===== src/rtl/core/hlda_pkg.sv =====
// Shared types, constants and constant tables for the half-life decay average.
`timescale 1ns / 1ps

package hlda_pkg;

    localparam int VALUE_FRAC_BITS  = 16;
    localparam int TABLE_INDEX_BITS = 6;
    localparam int TAB_SIZE         = 1 << TABLE_INDEX_BITS;
    localparam int FQ               = 30;
    localparam int LOG_FRAC         = 16;
    localparam int DIV_BITS         = 24 + 8 + TABLE_INDEX_BITS;
    localparam int HL_BITS          = 24;
    localparam int THR_BITS         = 31;
    localparam int TIME_BITS        = 32;
    localparam int VAL_BITS         = 32;
    localparam logic [THR_BITS-1:0] THR_RESET = THR_BITS'(1) << VALUE_FRAC_BITS;

    typedef enum logic [1:0] {
        ACT_UPDATE  = 2'd0,
        ACT_PROJECT = 2'd1,
        ACT_RESET   = 2'd2,
        ACT_NONE    = 2'd3
    } t_action;

    typedef enum logic {
        REG_HALF_LIFE = 1'b0,
        REG_THRESHOLD = 1'b1
    } t_reg_index;

    typedef struct packed {
        logic load_in;
        logic div_init;
        logic div_step;
        logic fact;
        logic mul_lo;
        logic mul_hi;
        logic round;
        logic apply;
        logic norm_load;
        logic norm_step;
        logic log_calc;
        logic tmul;
        logic out_load;
    } t_cmd;

    typedef struct packed {
        logic div_last;
        logic norm_done;
        logic out_free;
    } t_sts;

    typedef logic [TAB_SIZE-1:0][FQ:0]         t_exp_tab;
    typedef logic [TAB_SIZE-1:0][LOG_FRAC-1:0] t_log_tab;

    function automatic logic [63:0] isqrt64(input logic [63:0] v);
        logic [63:0] x;
        logic [63:0] res;
        logic [63:0] bv;
        x   = v;
        res = 64'd0;
        bv  = 64'h4000_0000_0000_0000;
        while (bv > x) bv = bv >> 2;
        while (bv != 64'd0) begin
            if (x >= res + bv) begin
                x   = x - (res + bv);
                res = (res >> 1) + bv;
            end else begin
                res = res >> 1;
            end
            bv = bv >> 2;
        end
        return res;
    endfunction

    function automatic t_exp_tab build_exp_tab();
        logic [TABLE_INDEX_BITS-1:0][63:0] roots;
        logic [63:0] e;
        t_exp_tab tab;
        roots[TABLE_INDEX_BITS-1] = isqrt64(64'd1 << (2 * FQ - 1));
        for (int j = TABLE_INDEX_BITS - 1; j > 0; j--) begin
            roots[j-1] = isqrt64(roots[j] << FQ);
        end
        for (int i = 0; i < TAB_SIZE; i++) begin
            e = 64'd1 << FQ;
            for (int j = 0; j < TABLE_INDEX_BITS; j++) begin
                if (((i >> j) & 1) != 0) begin
                    e = (e * roots[j] + (64'd1 << (FQ - 1))) >> FQ;
                end
            end
            tab[i] = e[FQ:0];
        end
        return tab;
    endfunction

    function automatic t_log_tab build_log_tab();
        logic [63:0] y;
        logic [63:0] r;
        t_log_tab tab;
        for (int i = 0; i < TAB_SIZE; i++) begin
            y = (64'd1 << FQ) + (64'(i) << (FQ - TABLE_INDEX_BITS));
            r = 64'd0;
            for (int k = 0; k < LOG_FRAC; k++) begin
                y = (y * y) >> FQ;
                r = r << 1;
                if (y >= (64'd1 << (FQ + 1))) begin
                    r = r | 64'd1;
                    y = y >> 1;
                end
            end
            tab[i] = r[LOG_FRAC-1:0];
        end
        return tab;
    endfunction

    localparam t_exp_tab EXP_TAB = build_exp_tab();
    localparam t_log_tab LOG_TAB = build_log_tab();

endpackage


===== src/rtl/core/hlda_ctrl.sv =====
// Controller: sequences one request through the datapath steps.
`timescale 1ns / 1ps

module hlda_ctrl (
    input  logic            i_clk,
    input  logic            i_rst_n,
    input  logic            i_in_valid,
    output logic            o_in_ready,
    input  hlda_pkg::t_sts  i_sts,
    output hlda_pkg::t_cmd  o_cmd
);
    typedef enum logic [3:0] {
        S_IDLE, S_DINIT, S_DIV, S_FACT, S_MULLO, S_MULHI, S_ROUND,
        S_APPLY, S_NLOAD, S_NORM, S_LOG, S_TMUL, S_DONE
    } t_state;

    t_state r_state;
    t_state n_state;

    always_comb begin
        n_state = r_state;
        o_cmd   = '0;
        unique case (r_state)
            S_IDLE: begin
                o_cmd.load_in = i_in_valid;
                if (i_in_valid) n_state = S_DINIT;
            end
            S_DINIT: begin
                o_cmd.div_init = 1'b1;
                n_state = S_DIV;
            end
            S_DIV: begin
                o_cmd.div_step = 1'b1;
                if (i_sts.div_last) n_state = S_FACT;
            end
            S_FACT: begin
                o_cmd.fact = 1'b1;
                n_state = S_MULLO;
            end
            S_MULLO: begin
                o_cmd.mul_lo = 1'b1;
                n_state = S_MULHI;
            end
            S_MULHI: begin
                o_cmd.mul_hi = 1'b1;
                n_state = S_ROUND;
            end
            S_ROUND: begin
                o_cmd.round = 1'b1;
                n_state = S_APPLY;
            end
            S_APPLY: begin
                o_cmd.apply = 1'b1;
                n_state = S_NLOAD;
            end
            S_NLOAD: begin
                o_cmd.norm_load = 1'b1;
                n_state = S_NORM;
            end
            S_NORM: begin
                o_cmd.norm_step = 1'b1;
                if (i_sts.norm_done) n_state = S_LOG;
            end
            S_LOG: begin
                o_cmd.log_calc = 1'b1;
                n_state = S_TMUL;
            end
            S_TMUL: begin
                o_cmd.tmul = 1'b1;
                n_state = S_DONE;
            end
            S_DONE: begin
                o_cmd.out_load = i_sts.out_free;
                if (i_sts.out_free) n_state = S_IDLE;
            end
            default: n_state = S_IDLE;
        endcase
    end

    assign o_in_ready = (r_state == S_IDLE);

    always_ff @(posedge i_clk) begin
        if (!i_rst_n) begin
            r_state <= S_IDLE;
        end else begin
            r_state <= n_state;
        end
    end

    a_load_only_free: assert property (@(posedge i_clk) disable iff (!i_rst_n)
        o_cmd.out_load |-> i_sts.out_free) else $error("result loaded while busy");
    a_one_request: assert property (@(posedge i_clk) disable iff (!i_rst_n)
        (i_in_valid && o_in_ready) |=> !o_in_ready) else $error("second request taken");
    a_div_holds: assert property (@(posedge i_clk) disable iff (!i_rst_n)
        (r_state == S_DIV && !i_sts.div_last) |=> r_state == S_DIV)
        else $error("divider left early");
    a_apply_once: assert property (@(posedge i_clk) disable iff (!i_rst_n)
        o_cmd.apply |=> !o_cmd.apply) else $error("state updated twice");

endmodule


===== config.mk =====
export PLATFORM = sky130hd
export DESIGN_NAME = hlda_ctrl
export DESIGN_NICKNAME = d
export VERILOG_FILES = /design/src/rtl/core/hlda_pkg.sv /design/src/rtl/core/hlda_ctrl.sv
export SDC_FILE = /design/constraint.sdc
export NUM_CORES = 1
export LEC_CHECK = 0
export ABC_AREA = 1
export BUFFER_PORTS_ARGS = -buffer_cell sky130_fd_sc_hd__buf_2
export CELL_PAD_IN_SITES_DETAIL_PLACEMENT = 0
export CELL_PAD_IN_SITES_GLOBAL_PLACEMENT = 1
export CORE_MARGIN = 2
export CORE_UTILIZATION = 24
export DETAILED_ROUTE_END_ITERATION = 10
export PLACE_DENSITY_LB_ADDON = 0.1
export SKIP_LAST_GASP = 1
export SLEW_MARGIN = 15
export SYNTH_ARGS = -nofsm -noshare
export SYNTH_HDL_FRONTEND = slang
export SYNTH_SLANG_ARGS = --single-unit

===== constraint.sdc =====
create_clock -name i_clk -period 1.3 [get_ports i_clk]
set_input_delay 0.325 -clock i_clk [delete_from_list [all_inputs] [get_ports i_clk]]
set_output_delay 0.325 -clock i_clk [all_outputs]
set_load 0.03 [all_outputs]

; Word-level counts from Yosys, hierarchy flattened
; Cells that the tools add are included.
[word_totals]
mem_bits_rw = 0
wordCells = 37
regBits = 4
rom_bits = 0
out_inout_bits = 14
inputBits = 6
latch_bits = 0
n_memories = 0
[op_classes]
n_addsub = 0
shifts = 0
n_reduce_logical = 2
n_lt_le_gt_ge = 0
eq_ne = 16
div_mod_pow = 0
n_bitwise = 0
mux = 18
n_mul = 0
[op_table]
columns = cell, count
row1 = $pmux W4 S13, 1
row2 = $eq A4 B4 Y1 const B, 5
row3 = $eq A4 B3 Y1 const B, 4
row4 = $mux W4, 4
row5 = $mux W1, 13
row6 = $eq A4 B2 Y1 const B, 2
row7 = $ne A2 B2 Y1 const B, 4
row8 = $eq A4 B1 Y1 const B, 1
row9 = $logic_not A4 Y1, 1
row10 = $reduce_and A4 Y1, 1

; Depth between registers and ports, before layout
; Gate-level depths: netlist (run 1).
[depth]
word_depth = 3
depth_mapped = 8
mapped_depth_nobuf = 8

; Least setup slack after synthesis (run 1)
; OpenSTA, ideal clock, no wires.
[synth_path]
kind = reg2out
start = reg r_state[0]
end = out o_cmd[0] in the netlist's numbering
path_stages_with_launch = 4
slack_ns = -0.338
required_ns = 0.975
arrival_ns = 1.313
n_path_buf = 0
cell_sequence = dfxtp_1 -> nor2_1 -> inv_1 -> nor3_1
[synth_lines]
columns = item, line_no
row1 = "start, declared", hlda_ctrl.sv:17  ; t_state r_state;
row2 = "start signal, assigned", hlda_ctrl.sv:86  ; r_state <= n_state;
row3 = "end, declared", hlda_ctrl.sv:10  ; output hlda_pkg::t_cmd o_cmd

==> impl_metrics.tcl, run 1 <==
set metrics [dict create \
    worst_pin_slew_ps 182 \
    fmaxAchievable_mhz 692 \
    holdPathStages 3 \
    setup_viol 17 \
    cts_hold_buffers 0 \
    syn_to_final_growth_pct 119 \
    grt_max_degree 7 \
    period_share 1.11 \
    status "finished, violations left" \
    clock_sinks 4 \
    ios 20 \
    pwr_density_cell_nw_per_um2 2570 \
    end_kind "primary output" \
    die_y_um 41.5 \
    dp_hpwl_um 800 \
    worstSkewPairLatency_ps 230 \
    drv_cap 0 \
    hold_viol 0 \
    first_pass_iters 4 \
    ys_ff_latch 4 \
    worst-setup-path-type "reg -> out" \
    netlist_instances 64 \
    drtAntennaViolNets 0 \
    via_per_inst 4.41 \
    htreeDepth 1 \
    fp-row-count 13 \
    cts_tree "yes" \
    hold_start "i_rst_n" \
    multi_input_area_um2 325 \
    grtUsageTotal 0.127 \
    ys_types 13 \
    die-area_um2 1720 \
    drt_iter0_drc 5 \
    drive_gt1_frac 0.677 \
    power.leakage_nw 0.357 \
    mostFrequentLayoutCells "nor2_4, buf_4, nor2_1, nand2_1, buf_6" \
    num_vias 476 \
    fp.dieW_um 41.5 \
    clk_pin_slew_ps 40 \
    grt_pass1_wl_mm 1.71 \
    largest_register "r_state" \
    grt_pass1_vias 427 \
    violations "setup timing" \
    fin_skew_ps 7.12 \
    drc 0 \
    nets 101 \
    reg2reg_slack_ps -20 \
    initial_core_util 0.260 \
    antenna_found_initial 0 \
    clockRootBuffer "clkbuf_4" \
    min_to "r_state[1]$_SDFFE_PN0P_" \
    cts_inserted_buffers 3 \
    cts.path.max_buffers 2 \
    crit_fanout 5 \
    synthesis.nets 70 \
    ys_seq_area_frac 0.237 \
    portBuffers 19 \
    drv_slew 0 \
    finalWirelength_mm 1.09 \
    gp_congestion 0.773 \
    synth_area_per_cell_um2 5.28 \
    r2r_start "r_state[3]$_SDFFE_PN0P_" \
    top_regs "r_state (4)" \
    largest_register_ff_count 4 \
    yosys_warnings 0 \
    overflow 0 \
    min_path_type "in -> reg" \
    placed_area_um2 533 \
    rr_worst_depth 10 \
    layout_min_cycle_time_ps 1450 \
    seq_area_um2 95.1 \
    worstPathRequired_ps 980 \
    wl_per_cell_um 10.1 \
    syn-cell-area_um2 338 \
    arrival_ps 1120 \
    core-area_um2 1300 \
    post-route-util 0.568 \
    grt_setup_unrepaired "yes" \
    ir_drop_mv 1.64 \
    max_slew_margin 0.878 \
    worstReg2RegEnd "r_state[3]$_SDFFE_PN0P_" \
    cp-start-kind "flip-flop" \
    diodes 0 \
    final_cell_area_um2 739 \
    n_fill_cell 128 \
    setup_ws_ps -145 \
]
through the flow:
stage / total power, W / worst slack (ps) / hold slack (ps) / cells / setup TNS [ps]
after CTS: 0.00177 / -143 / 332 / 108 / -1620
after global routing: 0.00204 / -182 / 340 / 108 / -2510
final: 0.00190 / -145 / 340 / 108 / -1490
after floorplan: 0.000987 / -65.6 / 445 / 64 / -368
after global placement: 0.00133 / -39.1 / 507 / 104 / -119
after detailed placement: 0.00132 / -46.4 / 511 / 104 / -86.7
area by class of cell:
| cell class | instances | share of cell area |
|---|---|---|
| Tap cell | 15 | 0.0254 |
| Clock buffer | 3 | 0.0305 |
| Multi-Input combinational cell | 47 | 0.440 |
| Sequential cell | 4 | 0.129 |
| Inverter | 13 | 0.0829 |
| Timing Repair Buffer | 26 | 0.293 |
metal layers:
metal	global-route usage	wire [µm]	vias up
met2	0.209	587	15
met3	0.0130	48	2
met4	0.0774	6	0
met5	0	0	-
met1	0.156	443	207
li1	-	-	252
synthesized netlist by cell type:
master,n,area share
inv_2,1,0.011
nand3_1,4,0.059
dfxtp_1,4,0.24
inv_1,12,0.13
nand3_2,1,0.030
nor2_4,1,0.033
nand2_1,11,0.12
a21boi_1,1,0.022
nor2_1,23,0.26
nand2_2,1,0.019
nor3_1,3,0.044
a21oi_1,1,0.015
nor2_2,1,0.019
worst max-delay path, stage by stage (launching register included):
cell     delay [ps]
dfxtp_4         350
nor2_4          140
inv_4            70
nor3_4          170
buf_6           150
worst max path at each step:
stage	start	cells after the start	endpoint	slack (ps)
2_1_floorplan	r_state[0]$_SDFFE_PN0P_	4	o_cmd[11]	-70
3_5_place_dp	r_state[3]$_SDFFE_PN0P_	4	o_cmd[12]	-50
3_3_place_gp	r_state[0]$_SDFFE_PN0P_	4	o_cmd[12]	-40
5_1_grt	r_state[2]$_SDFFE_PN0P_	4	o_cmd[12]	-180
6_report	r_state[3]$_SDFFE_PN0P_	4	o_cmd[12]	-150
4_1_cts	r_state[2]$_SDFFE_PN0P_	4	o_cmd[12]	-140
repair_timing:
item | 4_1_cts | 5_1_grt
resized for setup | 48 | 14
setup endpoints to repair | 14 | 17
buffers inserted | 1 | 0
pin swaps | 6 | 4
power breakdown:
part	total, W	switching, W	internal [W]
Combinational	0.00141	0.000851	0.000561
Clock	0.000155	0.0000515	0.000103
Sequential	0.000336	0.000128	0.000207
cell families (layout without fill, tap and decap cells):
family | after synthesis | count (layout) | share of synthesized area
AOI/OAI and AO/OA | 2 | 2 | 0.0370
buffers and inverters | 13 | 42 | 0.144
DFF | 4 | 4 | 0.237
and+or+nand+nor | 45 | 45 | 0.581
Power figures use the tool's default switching activity.
==> run 2: changes to the inputs <==
--- a/config.mk
+++ b/config.mk
@@ -12,7 +12,8 @@
 export CORE_MARGIN = 2
 export CORE_UTILIZATION = 24
 export DETAILED_ROUTE_END_ITERATION = 10
-export PLACE_DENSITY_LB_ADDON = 0.1
+export PLACE_DENSITY_LB_ADDON = 0.2
+export SETUP_SLACK_MARGIN = 0.2
 export SKIP_LAST_GASP = 1
 export SLEW_MARGIN = 15
 export SYNTH_ARGS = -nofsm -noshare
==> impl_metrics.tcl, run 2 (synthesis gave the netlist of run 1 again) <==
set metrics [dict create \
    power.leakage_nw 0.429 \
    overflow 0 \
    r2r_start "r_state[0]$_SDFFE_PN0P_" \
    grt_pass1_wl_mm 1.87 \
    syn_to_final_growth_pct 183 \
    die_y_um 41.5 \
    p_switching_w 0.00126 \
    min_path_type "in -> reg" \
    multi_input_area_um2 409 \
    cts_inserted_buffers 3 \
    crit_fanout 5 \
    n_fill_cell 112 \
    power_switching_share 0.510 \
    portBuffers 19 \
    pwr-share-clk 0.070 \
    layout_min_cycle_time_ps 1470 \
    worstPathRequired_ps 980 \
    worst-setup-path-type "reg -> out" \
    grtUsageTotal 0.145 \
    first_pass_iters 4 \
    pwr_density_cell_nw_per_um2 2580 \
    grt_setup_unrepaired "yes" \
    fin_skew_ps 2.64 \
    gp_congestion 0.719 \
    ios 20 \
    max_slew_margin 0.881 \
    die-area_um2 1720 \
    drv_slew 0 \
    finalWirelength_mm 1.24 \
    clock_sinks 4 \
    antenna_found_initial 0 \
    placed_area_um2 619 \
    hold_viol 0 \
    wl_per_cell_um 10.5 \
    arrival_ps 1150 \
    cts.path.max_buffers 2 \
    startpoint "r_state[3]$_SDFFE_PN0P_" \
    violations "setup timing" \
    final_cell_area_um2 957 \
    fmaxAchievable_mhz 680 \
    grt_max_degree 7 \
    fp-row-count 13 \
    via_per_inst 4.37 \
    cts_hold_buffers 0 \
    worstSkewPairLatency_ps 240 \
    cts_tree "yes" \
    place_worst_setup_slack_ps -30.8 \
    ir_drop_mv 1.37 \
    fp.dieW_um 41.5 \
    initial_core_util 0.260 \
    period_share 1.13 \
    htreeDepth 1 \
    grt-busiest-layer "met2" \
    num_vias 516 \
    worst_pin_slew_ps 178 \
    core-area_um2 1300 \
    p_int_w 0.00121 \
    clk_pin_slew_ps 40 \
    met1_usage 0.183 \
    drv_cap 0 \
    use_met2 0.213 \
    setup_ws_ps -171 \
    largest_register_ff_count 4 \
    drc 0 \
    setup_viol 14 \
    status "finished, violations left" \
    drtAntennaViolNets 0 \
    mostFrequentLayoutCells "nor2_4, buf_6, buf_4" \
    power_frac_comb 0.785 \
    largest_register "r_state" \
    drive_gt1_frac 0.757 \
    seqPwrFrac 0.144 \
    diodes 0 \
    top_regs "r_state (4)" \
    use_met3 0.0391 \
    dp_hpwl_um 873 \
    drt_iter0_drc 2 \
    cp-start-kind "flip-flop" \
    nets 110 \
    end_kind "primary output" \
    hold_start "i_rst_n" \
    grt_pass1_vias 437 \
    seq_area_um2 95.1 \
    clockRootBuffer "clkbuf_4" \
]
==> run 2: cell count changes in the layout (fill, tap and decap cells not counted), sizes merged <==
| cell | change |
|---|---|
| clkbuf | +1 |
| buf | +9 |
==> run 2: power groups by stage <==
stage | Sequential, W | Clock, W | Combinational [W]
after global placement | 0.000296 | 0 | 0.00126
after global routing | 0.000366 | 0.000206 | 0.00206
final | 0.000356 | 0.000174 | 0.00194
after floorplan | 0.000284 | 0 | 0.000994
after detailed placement | 0.000296 | 0 | 0.00127
after CTS | 0.000346 | 0.000183 | 0.00166
==> run 2: worst max-delay path: stages, from the launching register on <==
cell,delay [ps]
dfxtp_4,360
nor2_4,130
inv_4,80
nor3_4,180
buf_6,150
==> run 2: final cells by class <==
class | instances | area share
Clock buffer | 4 | 0.0275
Inverter | 13 | 0.0719
Multi-Input combinational cell | 47 | 0.427
Sequential cell | 4 | 0.0993
Tap cell | 15 | 0.0196
Timing Repair Buffer | 35 | 0.354
==> run 2: worst paths after layout <==
| kind | endpoint | slack, ps | depth (start not counted) |
|---|---|---|---|
| max | o_cmd[12] | -170 | 4 |
| min | r_state[1]$_SDFFE_PN0P_ | 330 | 3 |
| max reg2reg | r_state[1]$_SDFFE_PN0P_ | 20 | 9 |
| min reg2reg | r_state[3]$_SDFFE_PN0P_ | 540 | 2 |
==> run 2: routing by layer <==
metal | wire [µm] | part of all wire | vias up
li1 | - | - | 274
met1 | 504 | 0.41 | 226
met2 | 685 | 0.55 | 14
met3 | 33 | 0.027 | 2
met4 | 20 | 0.016 | 0
met5 | 0 | 0 | -
==> run 2: metrics by stage <==
stage	total power, W	setup TNS [ps]	cells	hold WS (ps)	utilization
after floorplan	0.00128	0	64	436	-
after global placement	0.00156	0	102	529	0.476
after detailed placement	0.00157	-62.2	102	531	0.476
after CTS	0.00219	-1890	113	330	0.650
after global routing	0.00263	-2860	118	315	0.736
final	0.00247	-1710	118	326	0.736
==> run 2: timing repair <==
| item | CTS | global route |
|---|---|---|
| buffers inserted | 7 | 5 |
| gates cloned | 0 | 0 |
| gates resized for setup | 46 | 9 |
| setup endpoints to repair | 17 | 18 |
| pin swaps | 14 | 7 |
==> run 3: changes to the inputs <==
--- a/config.mk
+++ b/config.mk
@@ -13,6 +13,7 @@
 export CORE_UTILIZATION = 24
 export DETAILED_ROUTE_END_ITERATION = 10
 export PLACE_DENSITY_LB_ADDON = 0.2
+export REMOVE_ABC_BUFFERS = 1
 export SETUP_SLACK_MARGIN = 0.2
 export SKIP_LAST_GASP = 1
 export SLEW_MARGIN = 15
==> impl_metrics.tcl, run 3 (synthesis gave the netlist of run 1 again) <==
set metrics [dict create \
    ios 20 \
    drv_cap 0 \
    gp_congestion 0.738 \
    top_regs "r_state (4)" \
    clockRootBuffer "clkbuf_4" \
    grt_pass1_wl_mm 1.75 \
    cp_cell_sequence "nor2_4 -> inv_2 -> nor3_2 -> buf_4" \
    initial_core_util 0.260 \
    antenna_found_initial 0 \
    fp.dieW_um 41.5 \
    first_pass_iters 2 \
    grtUsageTotal 0.127 \
    ir_drop_mv 1.04 \
    fp-row-count 13 \
    place_worst_setup_slack_ps -19.0 \
    worst-setup-path-type "reg -> out" \
    cts_inserted_buffers 3 \
    cts_hold_buffers 0 \
    worst_pin_slew_ps 170 \
    grt_pass1_vias 416 \
    num_vias 470 \
    mostFrequentLayoutCells "buf_4, nor2_1, nor2_4" \
    cts.path.max_buffers 2 \
    nets 101 \
    finalWirelength_mm 1.09 \
    drtAntennaViolNets 0 \
    multi_input_area_um2 302 \
    path_delay_family "flip-flops" \
    crit_slowest_cell "dfxtp_4" \
    min_path_type "in -> reg" \
    hold_slack_ps 345 \
    portBuffers 19 \
    htreeDepth 1 \
    syn_to_final_growth_pct 109 \
    end_kind "primary output" \
    drt_iter0_drc 5 \
    max_slew_margin 0.886 \
    final_common_cell "buf_4" \
    fin_skew_ps 11.3 \
    timing.setup.tns_ps -1490 \
    grt_max_degree 7 \
    cts_tree "yes" \
    dp_hpwl_um 793 \
    hold_viol 0 \
    drv_slew 0 \
    grt_setup_unrepaired "yes" \
    via_per_inst 4.35 \
    pwr_density_cell_nw_per_um2 2580 \
    largest_register "r_state" \
    fmaxAchievable_mhz 700 \
    drc 0 \
    critPathBufInv 2 \
    setup_ws_ps -128 \
    period_share 1.10 \
    power.leakage_nw 0.352 \
    setup_viol 15 \
    status "finished, violations left" \
    clk_pin_slew_ps 50 \
    wl_per_cell_um 10.1 \
    largest_register_ff_count 4 \
    core-area_um2 1300 \
    worstSkewPairLatency_ps 240 \
    die-area_um2 1720 \
    seq_area_um2 95.1 \
    drive_gt1_frac 0.699 \
    crit_fanout 5 \
    arrival_ps 1100 \
    clock_sinks 4 \
    diodes 0 \
    cp-start-kind "flip-flop" \
    overflow 0 \
    die_y_um 41.5 \
    cp_slowest_stage_delay_ps 360 \
    layout_min_cycle_time_ps 1430 \
    n_fill_cell 139 \
    violations "setup timing" \
    worstPathRequired_ps 980 \
]
[run 3: cell types whose count changed in the layout (fill, tap and decap cells not counted), moves of 4 or more]
| cell | before | now |
|---|---|---|
| buf_6 | 17 | 7 |
| inv_2 | 0 | 4 |
| inv_4 | 8 | 4 |
| nor2_2 | 1 | 7 |
| nor2_4 | 17 | 8 |
[run 3: power by group]
group | internal, W | total, W | switching, W | leakage, nW
logic | 0.000537 | 0.00132 | 0.000784 | 0.303
registers | 0.000207 | 0.000345 | 0.000137 | 0.0356
clock network | 0.000104 | 0.000158 | 0.0000546 | 0.0138
total | 0.000848 | 0.00182 | 0.000975 | 0.352
[run 3: final timing paths]
path,startpoint,to,slack (ps),depth (start not counted)
max,r_state[3]$_SDFFE_PN0P_,o_cmd[12],-130,4
min,i_rst_n,r_state[1]$_SDFFE_PN0P_,350,3
max reg2reg,r_state[3]$_SDFFE_PN0P_,r_state[2]$_SDFFE_PN0P_,0,9
min reg2reg,r_state[3]$_SDFFE_PN0P_,r_state[3]$_SDFFE_PN0P_,540,2
[run 3: timing repair]
action	4_1_cts	5_1_grt
pin swaps	8	13
setup buffers	2	1
resized for setup	43	24
endpoints found under the setup margin	18	18
[run 3: metrics by stage]
step | util | std cells | instance area (µm²) | total power, W
2_1_floorplan | - | 64 | 338 | 0.000894
3_3_place_gp | 0.370 | 102 | 482 | 0.00119
3_5_place_dp | 0.370 | 102 | 482 | 0.00119
4_1_cts | 0.479 | 107 | 623 | 0.00162
5_1_grt | 0.542 | 108 | 706 | 0.00196
6_report | 0.542 | 108 | 706 | 0.00182
[run 3: per-layer routing]
metal  global-route usage  up-vias  share of wire  routed length [µm]
li1                     -      250              -                   -
met5                    0        -              0                   0
met3               0.0130        0          0.034                  37
met1                0.164      208           0.43                 468
met2                0.209       12           0.54                 587
met4               0.0581        0              0                   0
[run 3: layout make-up]
| cell class | instances | area share |
|---|---|---|
| multi-input cells | 47 | 0.427 |
| repair buffers | 26 | 0.296 |
| flip-flops and latches | 4 | 0.135 |
| inverters | 13 | 0.0833 |
| clock buffers | 3 | 0.0319 |
| well taps | 15 | 0.0266 |
[run 3: tightest hold or removal path, cell delays in order]
cell and delay [ps]:
buf_2 120, nand2_1 60, nor2_1 40
